`config.mk`:
```
export PLATFORM = sky130hd
export DESIGN_NAME = wroc_queue
export DESIGN_NICKNAME = d
export VERILOG_FILES = /design/src/hw/rtl/wroc_pkg.sv /design/src/hw/rtl/wroc_queue.sv
export SDC_FILE = /design/constraint.sdc
export NUM_CORES = 1
export LEC_CHECK = 0
export BUFFER_PORTS_ARGS = -buffer_cell sky130_fd_sc_hd__clkbuf_2
export CORE_MARGIN = 5
export CORE_UTILIZATION = 38
export CTS_CLUSTER_DIAMETER = 150
export DETAILED_ROUTE_END_ITERATION = 7
export HOLD_SLACK_MARGIN = 0.08
export SLEW_MARGIN = 20
export SYNTH_ARGS = -nofsm -noshare
export SYNTH_HDL_FRONTEND = slang
export SYNTH_SLANG_ARGS = --single-unit
export TNS_END_PERCENT = 10
```
`constraint.sdc`:
```
create_clock -name clk -period 6.52 [get_ports clk]
set_clock_uncertainty 0.1 [all_clocks]
set_input_delay 0.652 -clock clk [delete_from_list [all_inputs] [get_ports clk]]
set_output_delay 0.652 -clock clk [all_outputs]
set_load 0.005 [all_outputs]
```
`src/hw/rtl/wroc_pkg.sv`:
```
// Shared types and constants for the windowed rate-of-change block.
// No dependencies.
package wroc_pkg;

  localparam int VAL_W      = 48;
  localparam int RATE_W     = 56;
  localparam int SLOTS_W    = 7;
  localparam int SLOTS_MIN  = 2;
  localparam int SCALE_W    = 20;
  localparam logic [SCALE_W-1:0] SCALE_MUL = 20'd1000000;
  localparam int FRAC_BITS  = 8;
  localparam int HALF_W     = VAL_W / 2;
  localparam int PART_W     = HALF_W + SCALE_W;
  localparam int PROD_W     = VAL_W + SCALE_W;
  localparam int DIVD_W     = PROD_W + FRAC_BITS;
  localparam int DIV_STEPS  = RATE_W;
  localparam int TOP_W      = DIVD_W - RATE_W;
  localparam int QUEUE_DEPTH = 2;
  localparam int MAX_INFLIGHT = 5;

  localparam int APB_ADDR_W = 2;
  localparam int APB_DATA_W = 32;
  localparam logic [APB_ADDR_W-1:0] ADDR_WINDOW_SLOTS = 2'd0;

  typedef struct packed {
    logic [VAL_W-1:0] dv;
    logic [VAL_W-1:0] dt;
    logic             zero;
  } wroc_job_t;

  typedef enum logic [2:0] {
    ST_IDLE,
    ST_MUL_LO,
    ST_MUL_HI,
    ST_SUM,
    ST_CHECK,
    ST_DIV,
    ST_DONE
  } wroc_state_t;

endpackage

```
`src/hw/rtl/wroc_queue.sv`:
```
// Short FIFO of difference jobs between front and back ends.
// Uses wroc_pkg.
module wroc_queue import wroc_pkg::*; (
  input  logic      clk,
  input  logic      rst,
  input  logic      push,
  input  wroc_job_t push_job,
  output logic      full,
  input  logic      pop,
  output wroc_job_t pop_job,
  output logic      empty
);

  localparam int PW = $clog2(QUEUE_DEPTH);
  localparam int CW = $clog2(QUEUE_DEPTH + 1);

  wroc_job_t       entries [QUEUE_DEPTH];
  logic [PW-1:0]   rd_ptr, wr_ptr;
  logic [CW-1:0]   count;

  assign full    = count == CW'(QUEUE_DEPTH);
  assign empty   = count == '0;
  assign pop_job = entries[rd_ptr];

  always_ff @(posedge clk) begin
    if (rst) begin
      rd_ptr <= '0;
      wr_ptr <= '0;
      count  <= '0;
    end else begin
      if (push) begin
        wr_ptr <= (wr_ptr == PW'(QUEUE_DEPTH - 1)) ? '0 : PW'(wr_ptr + 1'b1);
      end
      if (pop) begin
        rd_ptr <= (rd_ptr == PW'(QUEUE_DEPTH - 1)) ? '0 : PW'(rd_ptr + 1'b1);
      end
      if (push && !pop) begin
        count <= CW'(count + 1'b1);
      end else if (pop && !push) begin
        count <= CW'(count - 1'b1);
      end
    end
  end

  always_ff @(posedge clk) begin
    if (push) begin
      entries[wr_ptr] <= push_job;
    end
  end

endmodule

```
======== Word-level counts from Yosys, hierarchy flattened ========
Memories as Yosys holds them, arrays and structs flattened. A register that Yosys moved wholly into a read port is not among the register bits.
Index checks and enable logic that the tools add are counted.
word-level totals
  register bits ........................... 4
  bits in latches ......................... 0
  bits in writable memories ............... 194
  memory bits (read-only) ................. 0
  word-level logic and storage cells ...... 23
  memories kept ........................... 1
cells by class
  add/sub/neg operators ................... 4
  multipliers ............................. 0
  div/mod/pow operators ................... 0
  $lt $le $gt $ge ......................... 0
  equal/unequal tests ..................... 1
  shifts and indexed selects .............. 0
  multiplexer cells ....................... 8
  bitwise gates (word level) .............. 0
  reductions and logical operators ........ 6
memory list
  name     depth  bits a word  rd ports  clocked after Yosys merged registers in  write ports  RTL line          RTL
  entries  2      97           1         1                                        1            wroc_queue.sv:17  wroc_job_t entries [QUEUE_DEPTH];
operators by type and width
  cell                                                                 number
  1-bit two-way mux                                                    6
  2-bit two-way mux                                                    2
  1-bit adder (second input constant)                                  2
  2-bit by 1-bit adder with 2-bit output (second input constant)       1
  2-bit == test (second input constant)                                1
  1-bit logical AND                                                    2
  1-bit zero test                                                      2
  2-bit zero test                                                      1
  2-bit nonzero test                                                   1
  2-bit by 1-bit subtractor with 2-bit output (second input constant)  1

======== Logic depth before layout (Yosys ltp) ========
  word-level depth ........................ 4
  depth in mapped cells ................... 5

======== Least setup slack after synthesis ========
Ideal clock, no wire load.
  path type ............................... in2reg
  start ................................... in push
  end ..................................... mem entries[0][0] (netlist bit), enable pin
  library setup time ...................... 0.565 ns
  data arrival time ....................... 4.876 ns
  path slack .............................. 0.979 ns
  cell stages on the path ................. 1
  path buffers ............................ 0
  cell sequence ........................... nor2b_1
between the ends
  longest elaborated chain between the ends .. 2
RTL lines
  element                                  RTL line          RTL
  start, declared                          wroc_queue.sv:6   input logic push,
  1-bit two-way mux                        wroc_queue.sv:46  if (push) begin
  1-bit two-way mux (not written as such)  wroc_queue.sv:47  entries[wr_ptr] <= push_job;
  end, declared                            wroc_queue.sv:17
No other way between the ends.

==> summary.md <==
| Metric | Value |
|---|---|
| Mux cell area share after synthesis | 16.5% |
| Critical Path Sink Type | primary output |
| Synth Instances | 324 |
| Synth Area in Compound Gates | 0.137% |
| All-layer global routing usage | around an eighth |
| Leak pwr | around 3.5 nW |
| Row cnt | 50 |
| GRT overflow | 0 |
| Pre-CTS worst setup slack | 3390 ps |
| Largest net degree at the start of global routing | 64 |
| Post-DP HPWL | between 9 and 10 mm |
| Clock-pin slew on the worst setup and hold paths | 70 ps |
| Largest family of logic cells by synthesized area | multiplexers |
| Iter 0 DRT Violations | 171 |
| Fraction of layout cells with a size suffix above 1 | roughly three fifths |
| Setup violators final | 0 |
| GP Congestion | 0.743 |
| WL/cell | 17.2 microns |
| Synth warnings | 0 |
| Initial antenna violation count | 1 |
| Power Density | 308 nW/um^2 |
| Relative slew slack | 36.1% |
| Post_cts resized | 0 |
| Worst Path Max Fanout | 63 |
| Post-synthesis adder-cell area fraction | 0.171% |
| Mapped Area | 7320 sq um |
| Cell variety after synth | 16 |
| Hold path depth | 1 |
| Yosys reg bits | 199 |
| Post-route clock period utilization | 51.0% |
| Global Route met2 Usage | approximately a fifth |
| Vias in the first global route | 3,999 |
| CORE AREA | 18,800 sq um |
| WS Path Type | reg2out |
| Post-DRT Antenna Nets | 0 |
| Required @ worst endpoint | 5770 ps |
| TNS Setup | 0 ps |
| End of the worst hold path | entries[1][15] |
| Outcome | finished clean |
| CTS max path bufs | 2 |
| Die X | 149 microns |
| Drt pass-1 iters | 4 |
| Fmax | 0.301 GHz |
| TritonCTS Sinks | just under 200 |
| Min cycle time layout | 3330 ps |
| Detailed-route DRC error count | 0 |
| Worst Path Arrival | 2580 ps |
| Reg-to-Reg Start | wr_ptr |
| CTS Root Cell | clkbuf_16 |
| Most crowded layer after global routing | met2 |
| RR Endpoint | entries[1][31] |
| Final worst slack | about 3200 ps |
| Sequential area share after synthesis | 80.9% |
| Final Hold Fails | 0 |
| Placed inst area | 8590 sq um |
| Fin. max-slew vios | 0 |
| GR Util met3 | 5.77% |
| Maxcap violations | 0 |
| Area grow syn2layout | 25.7% |
| Clock latency on the worst-skew pair | 420 ps |
| Syn nets | 426 |
| # hold bufs at CTS | 0 |
| Initial Util | 38.9% |
| Die area | 22,100 sq um |
| Setup crit start kind | flop |
| Via/cell ratio | 4.55 |
| Via count | 3,673 |
| First-pass GRT wire length | between 20 and 25 mm |
| Hold WC Path Type | in2reg |
| CTS tree | built |
| Slew @ Worst Pin | 959 ps |
| M1 GR Usage | between 15 and 20% |
| RSZ-0062 raised after global routing | no |
| Max H-tree Level | 4 |
| Simple-gate portion of the synthesized area | less than 1% |
| Min-delay src | push_job[15] |
| Die Ht | 149 microns |
| # diodes | 0 |
| IO Count | 200 |
| Setup bufs post-CTS | 0 |
| Syn_area_per_cell | 22.6 sq um |
| Total power | 0.00283 W |
| VDD IR max | 0.000173 V |
| CTS buffer count | 17 |
| Port buffer count | 199 |
| XOR/XNOR Fraction of Synth Area | 0.478% |
| Drt total wl | between 10 and 15 mm |
| Reg-to-reg slack, setup | 4290 ps |
| Design area | 9200 sq um |
| Layout Nets | 637 |
| R2R cell count | 2 |
-- layout make-up --
type                    instances  area (sq um)
clock buffers                  17           425
repair buffers                203          1040
fillers                      1609          9630
well taps                     260           325
multi-input cells             113          1320
inverters                       1          3.75
flip-flops and latches        199          5930
clock inverters                15           164
-- kinds of logic (layout without fill, tap and decap cells) --
| group | count (synthesis) | after routing |
|---|---|---|
| AOI/OAI and AO/OA | 2 | 2 |
| xor gates and xnor gates | 4 | 4 |
| adders and majority gates | 1 | 1 |
| buffers and inverters | 12 | 236 |
| DFF | 199 | 199 |
| muxes | 97 | 97 |
| and+or+nand+nor | 9 | 9 |
-- critical path, cell delays in order (launching register included) --
cell and delay (ps):
dfxtp_4 700, buf_4 830, mux2_2 430, clkbuf_2 120
-- report_power, final --
part           switching [W]  internal, W
clock network       0.000483     0.000543
registers          0.0000270      0.00149
logic               0.000134     0.000152
total               0.000644      0.00219
-- flip-flops by register name, summed over array words and instances (netlist names), named ones only --
name     cells
wr_ptr       1
rd_ptr       1
count        2
entries    194
-- cells in the mapped netlist --
master	instances	share of area (%)
dfxtp_1	5	1.4
nor2b_1	2	0.17
xor2_1	2	0.24
edfxtp_1	194	80
buf_6	5	0.77
ha_1	1	0.17
and2_1	1	0.085
inv_1	1	0.051
o21ai_0	1	0.068
mux2_2	67	10
xnor2_1	2	0.24
a21oi_1	1	0.068
or3_1	1	0.085
mux2_4	30	6.2
nor2_1	5	0.26
buf_2	6	0.41
-- through the flow --
| step | hold WS (ps) | cells | utilization, % |
|---|---|---|---|
| detailed placement | 396 | 775 | 45.6 |
| global route | 289 | 808 | 48.9 |
| CTS | 285 | 807 | 48.8 |
| global placement | 386 | 775 | 45.6 |
| floorplan | 361 | 324 | - |
| finish | 311 | 808 | 48.9 |
-- worst max-delay path by stage --
stage          from       endpoint  slack, ps
3_5_place_dp   push  entries[0][4]       3390
3_3_place_gp   push  entries[0][2]       3480
4_1_cts        flop    pop_job[84]       3100
2_1_floorplan  push  entries[0][0]        980
5_1_grt        flop    pop_job[19]       3010
6_report       flop    pop_job[84]       3190
-- layout by cell type, fill, tap and decap left out, drive strengths merged --
cell,count
clkbuf,216
edfxtp,194
mux2,97
inv,7
clkinv,6
nor2,5
dfxtp,5
buf,4
xor2,2
xnor2,2
clkinvlp,2
nor2b,2
and2,1
o21ai,1
or3,1
a21oi,1
ha,1
bufinv,1
-- metal layers --
| metal | up-vias | share of wire [%] |
|---|---|---|
| met5 | - | 0.094 |
| met4 | 2 | 1.3 |
| met3 | 14 | 9.9 |
| met2 | 148 | 48 |
| met1 | 1801 | 41 |
| li1 | 1708 | - |
(Power assumes the default switching activity.)
