===== src/hw/rtl/wroc_pkg.sv =====
// Shared types and constants for the windowed rate-of-change block.
// No dependencies.
package wroc_pkg;

  localparam int VAL_W      = 48;
  localparam int RATE_W     = 56;
  localparam int SLOTS_W    = 7;
  localparam int SLOTS_MIN  = 2;
  localparam int SCALE_W    = 20;
  localparam logic [SCALE_W-1:0] SCALE_MUL = 20'd1000000;
  localparam int FRAC_BITS  = 8;
  localparam int HALF_W     = VAL_W / 2;
  localparam int PART_W     = HALF_W + SCALE_W;
  localparam int PROD_W     = VAL_W + SCALE_W;
  localparam int DIVD_W     = PROD_W + FRAC_BITS;
  localparam int DIV_STEPS  = RATE_W;
  localparam int TOP_W      = DIVD_W - RATE_W;
  localparam int QUEUE_DEPTH = 2;
  localparam int MAX_INFLIGHT = 5;

  localparam int APB_ADDR_W = 2;
  localparam int APB_DATA_W = 32;
  localparam logic [APB_ADDR_W-1:0] ADDR_WINDOW_SLOTS = 2'd0;

  typedef struct packed {
    logic [VAL_W-1:0] dv;
    logic [VAL_W-1:0] dt;
    logic             zero;
  } wroc_job_t;

  typedef enum logic [2:0] {
    ST_IDLE,
    ST_MUL_LO,
    ST_MUL_HI,
    ST_SUM,
    ST_CHECK,
    ST_DIV,
    ST_DONE
  } wroc_state_t;

endpackage


===== src/hw/rtl/wroc_back.sv =====
// Back end: scales the value difference by 256e6 and divides by the time
// span one quotient bit per cycle; owns the output register. Uses wroc_pkg.
module wroc_back import wroc_pkg::*; (
  input  logic              clk,
  input  logic              rst,
  input  logic              q_empty,
  input  wroc_job_t         pop_job,
  output logic              pop,
  output logic              out_valid,
  input  logic              out_stall,
  output logic [RATE_W-1:0] rate,
  output logic              rate_zeroed
);

  localparam int CNT_W = $clog2(DIV_STEPS);

  wroc_state_t        state, state_next;
  logic [VAL_W-1:0]   dv, dt;
  logic [PART_W-1:0]  prod_lo, prod_hi;
  logic [DIVD_W-1:0]  dividend;
  logic [VAL_W-1:0]   rem;
  logic [CNT_W-1:0]   cnt;
  logic [RATE_W-1:0]  res_rate;
  logic               res_zero;

  logic               load_out;
  logic               top_sat;
  logic [VAL_W:0]     trial;
  logic               ge;

  assign top_sat = {{(VAL_W-TOP_W){1'b0}}, dividend[DIVD_W-1:RATE_W]} >= dt;
  assign trial   = {rem, dividend[RATE_W-1]};
  assign ge      = trial >= {1'b0, dt};

  always_comb begin
    state_next = state;
    case (state)
      ST_IDLE:   if (!q_empty) begin
                   state_next = pop_job.zero ? ST_DONE : ST_MUL_LO;
                 end
      ST_MUL_LO: state_next = ST_MUL_HI;
      ST_MUL_HI: state_next = ST_SUM;
      ST_SUM:    state_next = ST_CHECK;
      ST_CHECK:  state_next = top_sat ? ST_DONE : ST_DIV;
      ST_DIV:    if (cnt == CNT_W'(DIV_STEPS - 1)) begin
                   state_next = ST_DONE;
                 end
      ST_DONE:   if (load_out) begin
                   state_next = ST_IDLE;
                 end
      default:   state_next = ST_IDLE;
    endcase
  end

  always_comb begin
    pop      = 1'b0;
    load_out = 1'b0;
    case (state)
      ST_IDLE: pop      = !q_empty;
      ST_DONE: load_out = !out_valid || !out_stall;
      default: ;
    endcase
  end

  always_ff @(posedge clk) begin
    if (rst) begin
      state     <= ST_IDLE;
      out_valid <= 1'b0;
    end else begin
      state     <= state_next;
      out_valid <= load_out || (out_valid && out_stall);
    end
  end

  always_ff @(posedge clk) begin
    case (state)
      ST_IDLE: begin
        if (!q_empty) begin
          dv       <= pop_job.dv;
          dt       <= pop_job.dt;
          res_zero <= pop_job.zero;
          res_rate <= '0;
        end
      end
      ST_MUL_LO: prod_lo <= PART_W'(dv[HALF_W-1:0]) * PART_W'(SCALE_MUL);
      ST_MUL_HI: prod_hi <= PART_W'(dv[VAL_W-1:HALF_W]) * PART_W'(SCALE_MUL);
      ST_SUM: begin
        dividend <= {PROD_W'({prod_hi, {HALF_W{1'b0}}}) + PROD_W'(prod_lo),
                     {FRAC_BITS{1'b0}}};
      end
      ST_CHECK: begin
        // quotient reaches 2^56 exactly when the top bits alone cover dt
        if (top_sat) begin
          res_rate <= '1;
        end else begin
          rem      <= VAL_W'(dividend[DIVD_W-1:RATE_W]);
          res_rate <= '0;
          cnt      <= '0;
        end
      end
      ST_DIV: begin
        rem      <= ge ? VAL_W'(trial - {1'b0, dt}) : trial[VAL_W-1:0];
        res_rate <= {res_rate[RATE_W-2:0], ge};
        dividend <= {dividend[DIVD_W-2:0], 1'b0};
        cnt      <= CNT_W'(cnt + 1'b1);
      end
      default: ;
    endcase
    if (load_out) begin
      rate        <= res_rate;
      rate_zeroed <= res_zero;
    end
  end

endmodule


===== config.mk =====
export PLATFORM = sky130hd
export DESIGN_NAME = wroc_back
export DESIGN_NICKNAME = d
export VERILOG_FILES = /design/src/hw/rtl/wroc_pkg.sv /design/src/hw/rtl/wroc_back.sv
export SDC_FILE = /design/constraint.sdc
export NUM_CORES = 1
export LEC_CHECK = 0
export ABC_AREA = 1
export BUFFER_PORTS_ARGS = -buffer_cell sky130_fd_sc_hd__buf_2
export CORE_ASPECT_RATIO = 1.2
export CORE_MARGIN = 5
export CORE_UTILIZATION = 36
export DETAILED_ROUTE_END_ITERATION = 10
export REMOVE_ABC_BUFFERS = 1
export SETUP_SLACK_MARGIN = 0.02
export SLEW_MARGIN = 15
export SYNTH_ARGS = -nofsm -noshare
export SYNTH_HDL_FRONTEND = slang
export SYNTH_SLANG_ARGS = --single-unit

===== constraint.sdc =====
create_clock -name clk -period 5.9 [get_ports clk]
set_input_delay 0.295 -clock clk [delete_from_list [all_inputs] [get_ports clk]]
set_output_delay 0.295 -clock clk [all_outputs]
set_load 0.02 [all_outputs]

# Yosys cells after proc, flatten, opt, wreduce, memory -nomap -nowiden
# Index checks and enable logic that the tools add are counted.
dict set report word_totals {
  romBits 0
  mem_bits_rw 0
  word_cells 63
  latchBits 0
  input_bits 101
  regBits 420
  memories 0
  out_inout_bits 59
}
dict set report op_classes {
  div 0
  n_lt_le_gt_ge 2
  eq_ne 11
  n_bitwise 1
  n_reduce_logical 14
  add_sub_neg 3
  mux 17
  shifts 0
  multipliers 2
}
# cell count
set op_table {}
lappend op_table {{$pmux W56 S3} 1}
lappend op_table {{$pmux W76 S2} 1}
lappend op_table {{$mux W56} 2}
lappend op_table {{$mux W48} 2}
lappend op_table {{$pmux W48 S2} 1}
lappend op_table {{$mul A24 B14 Y38 const B} 2}
lappend op_table {{$add A68 B44 Y68} 1}
lappend op_table {{$ge A49 B48 Y1} 1}
lappend op_table {{$ge A20 B48 Y1} 1}
lappend op_table {{$sub A48 B48 Y48} 1}
lappend op_table {{$pmux W3 S7} 1}
lappend op_table {{$mux W3} 4}
lappend op_table {{$pmux W6 S2} 1}
lappend op_table {{$eq A3 B3 Y1 const B} 3}
lappend op_table {{$ne A2 B2 Y1 const B} 4}
lappend op_table {{$add A6 B1 Y6 const B} 1}
lappend op_table {{$eq A3 B2 Y1 const B} 2}
lappend op_table {{$eq A6 B6 Y1 const B} 1}
lappend op_table {{$mux W6} 1}
lappend op_table {{$reduce_and A2 Y1} 3}
lappend op_table {{$reduce_bool A2 Y1} 2}
lappend op_table {{$eq A3 B1 Y1 const B} 1}
lappend op_table {{$logic_not A1 Y1} 3}
lappend op_table {{$logic_not A3 Y1} 1}
lappend op_table {{other kinds (7)} 9}

# Depth between registers and ports, before layout
dict set report logic_depth {
  ltp_word 5
  mapped_depth 24
  depth_no_buf 24
}

# Least setup slack after synthesis
# OpenSTA, ideal clock, no wires.
dict set report synth_timing {
  kind {reg2reg}
  startpoint {reg state[1]}
  endpoint {reg dt[0], enable pin}
  setup_time_ps 565
  arrival_ps 5015
  n_path_buf 0
  required_ps 5335
  path_stages_with_launch 6
  synth_period_minus_slack_ps 5580
  slack_ps 320
  cell_sequence {dfxtp_1 nor2_1 inv_1 nor2_1 inv_1 nor2_1}
}
dict set report synth_between {
  elab_chain_len 2
}
# item line_no
set synth_lines {}
lappend synth_lines {{start, declared} wroc_back.sv:17} ;# wroc_state_t state, state_next;
lappend synth_lines {{start signal, assigned} wroc_back.sv:70} ;# state <= state_next;
lappend synth_lines {{$logic_not A3 Y1} wroc_back.sv:76} ;# case (state)
lappend synth_lines {{$reduce_and A2 Y1 (no line)} n/a}
lappend synth_lines {{end signal, assigned} wroc_back.sv:80} ;# dt <= pop_job.dt;
lappend synth_lines {{end, declared} wroc_back.sv:18} ;# logic [VAL_W-1:0] dv, dt;
# No other way between the ends.
# A chain may end at the register's enable or synchronous reset.

# Worst setup path in the final report
dict set report layout_timing {
  startpoint {reg dv[29]}
  endpoint {reg prod_hi[36], data pin}
}
dict set report layout_between {
  elab_chain_len 1
}
# item line_no
set layout_lines {}
lappend layout_lines {{start, declared} wroc_back.sv:18}
lappend layout_lines {{start signal, assigned} wroc_back.sv:79} ;# dv <= pop_job.dv;
lappend layout_lines {{$mul A24 B14 Y38} wroc_back.sv:86} ;# ST_MUL_HI: prod_hi <= PART_W'(dv[VAL_W-1:HALF_W]) * PART_W'(SCALE_MUL);
lappend layout_lines {{end signal, assigned} wroc_back.sv:86}
lappend layout_lines {{end, declared} wroc_back.sv:19} ;# logic [PART_W-1:0] prod_lo, prod_hi;
# No other way between the ends.

==> impl_metrics.toml <==
[outcome]
outcome = "finished, final reports clean"

[global_route]
grt_max_degree = 112
global_route.overflow_total = 0
globalRouteTotalUtil = 0.171
grt_pass1_wl_mm = 129
antenna_found_initial = 0
grt_pass1_vias = 24300

[critical_path]
cp.required_ns = 6.28
critPathMaxFanout = 5
arrival_ns = 5.92
worst_setup_path_start_kind = "flop"
crit_type = "reg -> reg"
r2r-start = "dv[29]$_DFFE_PP_"
r2r-end = "prod_hi[36]$_DFFE_PP_"
worst_setup_path_end_kind = "flop"
r2r_setup_slack_ns = 0.36
reg2reg_depth = 20

[final_layout]
finalNonFillerCells = 4932
final_net_count = 4387
syn2layout_area_growth_pct = 15.6
diodes = 0
final_core_util = 0.420
layout-drive-gt1-share = 0.0746

[timing]
fin_crit_ns = 5.54
clock-skew-final_ns = 0.0507
setup_viol_count_final = 0
report.final.hold_viol_count = 0
layout_setup_ws_ns = 0.361
worst_pin_slew_ns = 1.13
finalCritPeriodShare = 0.939
clock.fmax_ghz = 0.181
rsz0062_at_grt = "no"
slew_viol_final = 0
maxSlewHeadroom = 0.249

[clock_network]
root_buffer = "clkbuf_16"
cts_inserted_buffers = 48
cts_sinks = 406
cts_tree = "yes"
htree_num_levels = 2
clk_path_buf_depth = 3
clk_latency_ns = 0.63
clkTransAtPathRegs_ns = 0.06

[floorplanning]
die_width_um = 280
rows = 118
fp.dieH_um = 334
io_pins = 160
die-area_um2 = 93400
floorplan.initialDensity = 0.363
core-area_um2 = 86500

[run]
maxCapViolCount = 0

[placed_design]
post-place-cells = 4741
gp_congestion = 0.963
dp_slack_ns = 0.329
dp_hpwl_mm = 64.5
numPortBuffers = 159

[logic_synthesis]
syn-cell-area_um2 = 31400
yosysSeqAreaShare = 0.386
ys_ff_latch = 406
syn_inst = 3471
synth_cell_types = 47
ys.flop_type = "edfxtp_1"
syn_area_per_cell_um2 = 9.06
synth-edff-count = 402
yosysWarnings = 0
synthArstFlopShare = 0

[routing]
avgRoutedWirePerCell_um = 16.3
drtIter0Drc = 1267
ant_nets = 0
drtPass1Iterations = 5
vias_per_cell = 4.74
wl_mm = 80.2
drc = 0
num_vias = 23400

[hold_path]
holdPathStages = 4
hp-class = "in -> reg"
min_from = "q_empty"
min_to = "state[0]$_SDFFE_PP0P_"
-- per-layer routing --
metal	track usage	wire length, um	vias to the layer above
li1	-	-	11900
met2	0.309	40400	425
met3	0.0209	2710	142
met1	0.205	33100	10900
met4	0.0758	4010	0
met5	0	0	-
-- registers in the layout, indices dropped and copies added (netlist names), 3 cells and up --
signal	cells
state	3
prod_hi	38
dt	48
prod_lo	38
rem	48
dv	48
dividend	62
rate	56
cnt	6
res_rate	56
-- worst max path at each step --
stage	startpoint	endpoint	slack, ns	cells after the start
6_report	dv[29]$_DFFE_PP_	prod_hi[36]$_DFFE_PP_	0.36	20
2_1_floorplan	state[0]$_SDFFE_PP0P_	state[2]$_SDFFE_PP0P_	-5.42	9
5_1_grt	dv[4]$_DFFE_PP_	prod_lo[42]$_DFFE_PP_	0.02	22
3_3_place_gp	dv[29]$_DFFE_PP_	prod_hi[31]$_DFFE_PP_	0.36	19
3_5_place_dp	dv[29]$_DFFE_PP_	prod_hi[36]$_DFFE_PP_	0.33	20
4_1_cts	dv[29]$_DFFE_PP_	prod_hi[36]$_DFFE_PP_	0.32	20
-- synth_stat cells (28+ instances only) --
cell type,number,share of area
o21ai_0,126,0.020
xor2_1,59,0.016
inv_1,610,0.073
nor2_1,254,0.030
nand2_1,869,0.10
ha_1,341,0.14
nand3_1,132,0.021
nor3_1,42,0.0067
nand4_1,56,0.011
xnor2_1,45,0.013
clkbuf_1,28,0.0033
a21oi_1,174,0.028
fa_1,192,0.12
edfxtp_1,402,0.38
-- layout by cell type, fill, tap and decap left out, types with 126 or more instances in the layout --
cell and count:
nand2_1 867, inv_1 608, fa_1 192, buf_2 159
edfxtp_1 402, a21oi_1 173, nor2_1 250, nand3_1 131
ha_1 341, o21ai_0 126
-- worst max-delay path, cell delays in order (launching register included) --
cell and delay, ns:
edfxtp_1 0.49, inv_1 0.20, fa_1 0.54, inv_1 0.06
fa_1 0.50, fa_1 0.59, fa_1 0.44, ha_1 0.29
inv_1 0.05, fa_1 0.49, inv_1 0.04, ha_1 0.35
a21oi_1 0.25, o21ai_0 0.14, a21oi_1 0.12, o21ai_0 0.09
buf_4 0.19, a21oi_1 0.24, o21ai_0 0.11, nand2_1 0.07
nand2_1 0.05
-- metrics by stage --
stage / setup TNS, ns / hold slack, ns / instance area [um2]
2_1_floorplan: -1013.39 / 0.364 / 31200
3_3_place_gp: 0 / 0.402 / 33600
4_1_cts: 0 / 0.00133 / 36300
3_5_place_dp: 0 / 0.406 / 33600
5_1_grt: 0 / 0.0541 / 36400
6_report: 0 / 0.0653 / 36400
-- cells by family after synthesis --
group           Yosys count  share of synthesized area
simple gates           1382                      0.179
buf+inv                 659                     0.0801
fa+ha+maj               533                      0.258
flops                   406                      0.386
compound gates          387                     0.0673
xor+xnor                104                     0.0290
-- area by class of cell --
type | count | area (um2)
Clock buffer | 55 | 1240
Clock inverter | 34 | 468
Fill cell | 8687 | 50100
Inverter | 611 | 2290
Multi-Input combinational cell | 2406 | 16800
Sequential cell | 406 | 12200
Tap cell | 1140 | 1430
Timing Repair Buffer | 280 | 1960
-- what timing repair did --
action,CTS,global route
buffers inserted,0,3
hold buffers,99,0
hold endpoints to repair,101,0
resized for setup,0,1
endpoints found under the setup margin,0,4
Power is not shown: default switching activity piles up to over one toggle a cycle in this logic, so the estimate is an artifact.
